## config.mk

```make
export PLATFORM = sky130hd
export DESIGN_NAME = snapshot_slot_allocator
export DESIGN_NICKNAME = d
export VERILOG_FILES = /design/src/rtl/core/ssa_pkg.sv /design/src/rtl/core/ssa_owner_ram.sv /design/src/rtl/core/snapshot_slot_allocator.sv
export SDC_FILE = /design/constraint.sdc
export NUM_CORES = 2
export LEC_CHECK = 0
export BUFFER_PORTS_ARGS = -buffer_cell sky130_fd_sc_hd__buf_2
export CAP_MARGIN = 0
export CORE_MARGIN = 2
export CORE_UTILIZATION = 50
export CTS_BUF_LIST = sky130_fd_sc_hd__clkbuf_4 sky130_fd_sc_hd__clkbuf_8
export DETAILED_ROUTE_END_ITERATION = 8
export PLACE_DENSITY = 0.68
export SLEW_MARGIN = 0
export SYNTH_ARGS = -nofsm -noshare
export SYNTH_HDL_FRONTEND = slang
export SYNTH_SLANG_ARGS = --single-unit
```

## constraint.sdc

```tcl
create_clock -name clk -period 8.05 [get_ports clk]
set_clock_uncertainty 0.1 [all_clocks]
set_input_delay 0.805 -clock clk [delete_from_list [all_inputs] [get_ports clk]]
set_output_delay 0.805 -clock clk [all_outputs]
set_load 0.1 [all_outputs]
```

## src/rtl/core/ssa_pkg.sv

```systemverilog
`timescale 1ns / 1ps
// ----------------------------------------------------------------------------
// ssa_pkg
// Request/response types and codes shared by the snapshot slot allocator.
// ----------------------------------------------------------------------------
package ssa_pkg;

	localparam logic KIND_BEGIN = 1'b0;
	localparam logic KIND_END   = 1'b1;

	localparam logic [2:0] ST_OK         = 3'd0;
	localparam logic [2:0] ST_FULL       = 3'd1;
	localparam logic [2:0] ST_RANGE      = 3'd2;
	localparam logic [2:0] ST_MISMATCH   = 3'd3;
	localparam logic [2:0] ST_ZERO_OWNER = 3'd4;

	typedef struct packed {
		logic        kind;
		logic [31:0] owner_id;
		logic [47:0] commit_number;
		logic [5:0]  slot_handle;
	} req_t;

	typedef struct packed {
		logic [5:0]  granted_slot;
		logic [47:0] given_commit_number;
		logic [2:0]  status;
		logic [6:0]  slots_in_use;
		logic [31:0] releases_seen;
	} rsp_t;

endpackage

```

## src/rtl/core/ssa_owner_ram.sv

```systemverilog
`timescale 1ns / 1ps
// ----------------------------------------------------------------------------
// ssa_owner_ram
// Owner table: one write port, one read port, registered read data.
// ----------------------------------------------------------------------------
module ssa_owner_ram #(
	parameter int SLOTS = 64
) (
	input  logic                     clk,
	input  logic                     rd_en,
	input  logic [$clog2(SLOTS)-1:0] rd_addr,
	output logic [31:0]              rd_data,
	input  logic                     wr_en,
	input  logic [$clog2(SLOTS)-1:0] wr_addr,
	input  logic [31:0]              wr_data
);

	logic [31:0] mem [SLOTS];

	always_ff @(posedge clk) begin
		if (wr_en) begin
			mem[wr_addr] <= wr_data;
		end
		if (rd_en) begin
			rd_data <= mem[rd_addr];
		end
	end

endmodule

```

## src/rtl/core/snapshot_slot_allocator.sv

```systemverilog
`timescale 1ns / 1ps
// ----------------------------------------------------------------------------
// snapshot_slot_allocator
// Low-watermark snapshot slot allocator over an owner table in block RAM.
// ----------------------------------------------------------------------------
// Usage:
//   A request is taken on a rising edge with start high and busy low. Each
//   request yields exactly one response, shown on rsp for one cycle with done
//   high; the receiver cannot stall it and must take it then.
//   Begin: a zero owner is answered straight from idle; otherwise slots are
//   probed upward from the watermark until a free slot or the used count is
//   reached. One table probe per cycle, set by the single RAM read port.
//   End: out of range or zero owner is answered straight from idle; otherwise
//   a compare and clear; releasing the top slot also probes each slot below
//   it on the way down until an occupied one is found.
//   done rises the cycle after the last step; busy is low in that cycle.
//   Reset clears used count, watermark and release counter. The owner table
//   needs no clearing pass: read data is used only for entries below the used
//   count, and each of those has been written since reset.
// ----------------------------------------------------------------------------
module snapshot_slot_allocator #(
	parameter int SLOTS = 64
) (
	input  logic          clk,
	input  logic          arst_n,
	input  logic          start,
	output logic          busy,
	input  ssa_pkg::req_t req,
	output logic          done,
	output ssa_pkg::rsp_t rsp
);

	import ssa_pkg::*;

	localparam int IW = $clog2(SLOTS);
	localparam int CW = $clog2(SLOTS + 1);
	localparam int EW = (CW > 6) ? CW : 6;
	localparam logic [CW-1:0] SLOTS_C = CW'(SLOTS);

	typedef enum logic [1:0] {IDLE, SCAN, CHECK, SHRINK} state_t;

	state_t        state_q, state_d;
	logic [CW-1:0] used_q, used_d;
	logic [CW-1:0] low_q, low_d;
	logic [31:0]   rel_q, rel_d;
	logic [CW-1:0] ptr_q, ptr_d;
	req_t          req_q;
	rsp_t          rsp_q, rsp_d;
	logic          done_q;

	logic          rd_en, wr_en;
	logic [IW-1:0] rd_addr, wr_addr;
	logic [31:0]   rd_data, wr_data;

	logic          fin;
	logic [CW-1:0] fin_slot;
	logic [47:0]   fin_cn;
	logic [2:0]    fin_st;
	logic [CW-1:0] hc;

	ssa_owner_ram #(
		.SLOTS(SLOTS)
	) u_ram (
		.clk    (clk),
		.rd_en  (rd_en),
		.rd_addr(rd_addr),
		.rd_data(rd_data),
		.wr_en  (wr_en),
		.wr_addr(wr_addr),
		.wr_data(wr_data)
	);

	assign busy = (state_q != IDLE);
	assign done = done_q;
	assign rsp  = rsp_q;
	assign hc   = CW'(req_q.slot_handle);

	always_comb begin
		state_d  = state_q;
		used_d   = used_q;
		low_d    = low_q;
		rel_d    = rel_q;
		ptr_d    = ptr_q;
		rd_en    = 1'b0;
		rd_addr  = IW'(ptr_q);
		wr_en    = 1'b0;
		wr_addr  = IW'(ptr_q);
		wr_data  = '0;
		fin      = 1'b0;
		fin_slot = '0;
		fin_cn   = '0;
		fin_st   = ST_OK;
		case (state_q)
			IDLE: begin
				if (start) begin
					if (req.kind == KIND_BEGIN) begin
						if (req.owner_id == 32'd0) begin
							fin    = 1'b1;
							fin_st = ST_ZERO_OWNER;
						end else begin
							ptr_d   = low_q;
							rd_en   = 1'b1;
							rd_addr = IW'(low_q);
							state_d = SCAN;
						end
					end else begin
						fin_slot = CW'(req.slot_handle);
						if (EW'(req.slot_handle) >= EW'(used_q)) begin
							fin    = 1'b1;
							fin_st = ST_RANGE;
						end else if (req.owner_id == 32'd0) begin
							fin    = 1'b1;
							fin_st = ST_ZERO_OWNER;
						end else begin
							rd_en   = 1'b1;
							rd_addr = IW'(req.slot_handle);
							state_d = CHECK;
						end
					end
				end
			end
			SCAN: begin
				if (ptr_q < used_q && rd_data == 32'd0) begin
					wr_en    = 1'b1;
					wr_addr  = IW'(ptr_q);
					wr_data  = req_q.owner_id;
					low_d    = ptr_q + 1'b1;
					fin      = 1'b1;
					fin_slot = ptr_q;
					fin_cn   = req_q.commit_number;
				end else if (ptr_q < used_q) begin
					ptr_d   = ptr_q + 1'b1;
					rd_en   = 1'b1;
					rd_addr = IW'(ptr_q + 1'b1);
				end else if (used_q == SLOTS_C) begin
					fin    = 1'b1;
					fin_st = ST_FULL;
				end else begin
					wr_en    = 1'b1;
					wr_addr  = IW'(used_q);
					wr_data  = req_q.owner_id;
					used_d   = used_q + 1'b1;
					low_d    = used_q + 1'b1;
					fin      = 1'b1;
					fin_slot = used_q;
					fin_cn   = req_q.commit_number;
				end
			end
			CHECK: begin
				fin_slot = hc;
				if (rd_data != req_q.owner_id) begin
					fin    = 1'b1;
					fin_st = ST_MISMATCH;
				end else begin
					wr_en   = 1'b1;
					wr_addr = IW'(hc);
					wr_data = '0;
					rel_d   = rel_q + 32'd1;
					if (low_q > hc) begin
						low_d = hc;
					end
					if (hc + 1'b1 == used_q && hc != '0) begin
						ptr_d   = hc;
						rd_en   = 1'b1;
						rd_addr = IW'(hc - 1'b1);
						state_d = SHRINK;
					end else begin
						if (hc + 1'b1 == used_q) begin
							used_d = '0;
						end
						fin = 1'b1;
					end
				end
			end
			SHRINK: begin
				fin_slot = hc;
				if (rd_data == 32'd0) begin
					if (ptr_q == CW'(1)) begin
						used_d = '0;
						fin    = 1'b1;
					end else begin
						ptr_d   = ptr_q - 1'b1;
						rd_en   = 1'b1;
						rd_addr = IW'(ptr_q - CW'(2));
					end
				end else begin
					used_d = ptr_q;
					fin    = 1'b1;
				end
			end
			default: begin
				state_d = IDLE;
			end
		endcase
		if (fin) begin
			state_d = IDLE;
		end
		rsp_d                     = rsp_q;
		rsp_d.granted_slot        = 6'(fin_slot);
		rsp_d.given_commit_number = fin_cn;
		rsp_d.status              = fin_st;
		rsp_d.slots_in_use        = 7'(used_d);
		rsp_d.releases_seen       = rel_d;
	end

	always_ff @(posedge clk or negedge arst_n) begin
		if (!arst_n) begin
			state_q <= IDLE;
			used_q  <= '0;
			low_q   <= '0;
			rel_q   <= '0;
			ptr_q   <= '0;
			done_q  <= 1'b0;
		end else begin
			state_q <= state_d;
			used_q  <= used_d;
			low_q   <= low_d;
			rel_q   <= rel_d;
			ptr_q   <= ptr_d;
			done_q  <= fin;
		end
	end

	always_ff @(posedge clk) begin
		if (start && !busy) begin
			req_q <= req;
		end
		if (fin) begin
			rsp_q <= rsp_d;
		end
	end

endmodule

```

==> qor.yml <==
layout:
  stdcell_area_mm2: 0.105
  syn_to_final_growth_pct: 13.8
  layout.nets: 6942
  layout-drive-gt1-share_pct: 15.6
sta:
  max_freq_ghz: 0.136
  setup_viol: 0
  slew_headroom_pct: -1.49
  fin_worst_hold_slack_ps: 292
  drv_slew: 2
  hold_violations: 0
  rsz0062_at_grt: "no"
  worst_pin_slew_ps: 1510
  worst_slack_ps: 704
  period_needed_ps: 7350
  tns_ps: 0
  timing.final.crit_share_pct: 91.2
drt:
  num_vias: 60500
  routed_wl_mm: 291
  drcViolationCount: 0
  drt_iter0_drc: 9621
  dr.pass1.iters: 6
  wl_per_cell_um: 30.5
  ant_nets: 0
  via_per_inst: 6.35
clocking:
  cts_tree: "built"
  cts_made_buffers: 372
  postCtsSetupBuffers: 0
  cts-root-buf: "clkbuf_8"
  clock_latency_ps: 1060
  ctsHoldBuffers: 87
  cts.sinks: 2318
  clock_tree.buffer_depth: 4
  cts_resized: 0
  clk_pin_slew_ps: 70
  h-tree-depth: 5
outcome:
  violations: "capacitance limit, slew limit"
  status: "complete, but fails checks"
floorplan:
  ios: 188
  rows: 157
  coreArea_mm2: 0.183
  die-area_mm2: 0.189
  fp.dieW_um: 434
  initial_core_util_pct: 50.4
  die_h_um: 434
logic_synthesis:
  syn_area_mm2: 0.0926
  synth_cell_types: 81
  synth-edff-count: 2262
  ys.flop_type: "edfxtp_1"
  syn_area_per_cell_um2: 14.6
  synth_fp_nets: 6467
  seq_area_frac_synth_pct: 74.9
  yosys_warnings: 0
  synth-seq-cells: 2318
  synth_cells: 6341
  async_flop_share_pct: 2.42
min_path:
  hold_path.class: "in2reg"
pwr:
  ir_drop_mv: 0.516
  power_density_mw_per_mm2: 438
  leakage_nw: 35.5
  finalPower_w: 0.0462
place:
  dp_hpwl_mm: 171
  port_buffers: 187
  gp_congestion: 0.994
  dp_slack_ps: 894
  placed_area_mm2: 0.0976
setup_path:
  critPathRequiredTime_ps: 8510
  worstPathArrival_ps: 7800
  worst-setup-path-type: "reg2reg"
  path_max_fanout: 18
  reg2reg_slack_ps: 700
  endpoint_kind: "flip-flop"
  cp-start-kind: "flip-flop"
flow_run:
  cap_violations: 2
grt:
  groute.usage.overall_pct: 30.3
  grt_pass1_vias: 57600
  antenna_found_initial: 18
  grt_max_degree: 157
  grt-ovfl-total: 0
  grt_first_pass_wirelength_mm: 410
kinds of logic (layout without fill, tap and decap cells):
group | count (synthesis) | in the layout | synth area share, %
XOR/XNOR | 89 | 89 | 0.842
AO/OA/AOI/OAI | 973 | 973 | 7.20
adder cells (fa/ha/maj) | 36 | 36 | 0.487
AND/OR/NAND/NOR | 2096 | 2096 | 10.2
multiplexers | 403 | 403 | 4.36
buffers and inverters | 426 | 1141 | 2.03
other | 0 | 11 | 0
flip-flops | 2318 | 2318 | 74.9
per-layer routing:
metal	vias to the layer above	GRT usage [%]	wire, um
li1	25300	-	-
met1	30000	40.7	107000
met2	4407	44.8	128000
met3	819	8.45	38200
met4	12	16.6	17200
met5	-	0.598	226
final timing paths:
| path | startpoint | to | cells after the start |
|---|---|---|---|
| min reg2reg | rel_q[10] | rel_q[10] | 1 |
| max in group asynchronous | arst_n | ptr_q[6] | 3 |
| min | req[86] | state_q[1] | 3 |
| max | used_q[2] | u_ram.rd_data[3] | 15 |
| min in group asynchronous | arst_n | used_q[1] | 3 |
| max reg2reg | used_q[2] | u_ram.rd_data[3] | 15 |
metrics by stage:
step	utilization (%)	cells
after floorplan	-	6341
after global placement	53.2	8819
after detailed placement	53.2	8819
after CTS	57.4	9520
after global routing	57.4	9526
final	57.4	9531
sequential cells by signal (all words and copies together), names as in the netlist:
register and count:
done 1, u_ram.rd_data 32, req_q 80, low_q 7, u_ram.mem 2048, ptr_q 7
rsp 96, used_q 7, state_q 2, rel_q 32, hc 6
synthesized netlist by cell type (9+ instances only):
cell type / n / area [um2]
inv_1: 28 / 105
o221ai_1: 22 / 193
and3_1: 127 / 795
buf_4: 15 / 113
a2111oi_0: 19 / 166
a22o_1: 9 / 78.8
buf_2: 159 / 796
buf_1: 53 / 199
nand4_1: 47 / 294
o22ai_1: 145 / 907
nor4_1: 41 / 257
a22oi_1: 24 / 180
edfxtp_1: 2262 / 67900
o2111ai_1: 10 / 87.6
mux2i_1: 400 / 4000
nand3_1: 367 / 1840
xor2_1: 16 / 140
a221oi_1: 17 / 149
o211ai_1: 42 / 315
dfrtp_1: 56 / 1400
ha_1: 36 / 450
a211oi_1: 98 / 736
nand2_1: 1198 / 4500
o21ai_0: 127 / 636
and4_1: 14 / 123
nor2_1: 121 / 454
a31oi_1: 89 / 557
and2_1: 88 / 551
a32oi_1: 58 / 508
a21oi_1: 166 / 831
a311oi_1: 65 / 569
xnor2_1: 73 / 639
clkbuf_1: 163 / 612
nor3_1: 39 / 195
or4_1: 15 / 113
o41ai_1: 10 / 87.6
nand2b_1: 9 / 56.3
power breakdown:
group	internal (W)	switching [W]	total, W	leakage [nW]
registers	0.0148	0.000422	0.0152	20.4
clock network	0.00511	0.00449	0.00960	3.63
logic	0.00552	0.0158	0.0214	11.5
placed cells by master (no fill, tap or decap), types with 35 or more instances in the layout:
cell and n:
edfxtp_1 2262, nand2_1 1194, mux2i_1 400, clkbuf_8 385
nand3_1 364, buf_2 187, buf_4 185, a21oi_1 163
o22ai_1 145, and3_1 127, o21ai_0 126, clkbuf_4 122
a211oi_1 98, a31oi_1 87, dlygate4sd3_1 87, clkinv_1 74
xnor2_1 73, nor2_4 68, a311oi_1 65, a32oi_1 58
dfrtp_1 56, and2_1 54, nor2_1 52, nand4_1 47
o211ai_1 42, nor4_1 39, nor3_1 38, ha_1 36
buf_12 35
cell type report:
type                       count  area, um2
fill                       14100      78100
sequential                  2318      69300
clock buffer                 507       6210
antenna                       11       27.5
timing repair buffer         494       3900
clock inverter               107        598
multi-input combinational   3597      22100
tap                         2464       3080
inverter                      33        124
worst max-delay path, stage by stage, from the launching register on:
cell      delay, ps
dfrtp_1         600
inv_1           250
ha_1            360
a21o_1          110
a31oi_1          50
o21ai_0         770
a21oi_1         360
o221a_2         470
a211oi_2        610
nor2_4          310
buf_4           320
nand3_2         440
buf_4           400
o22ai_1         160
o41ai_1         860
nand4_1         690
Note: power is estimated with default switching activity, not from simulation.
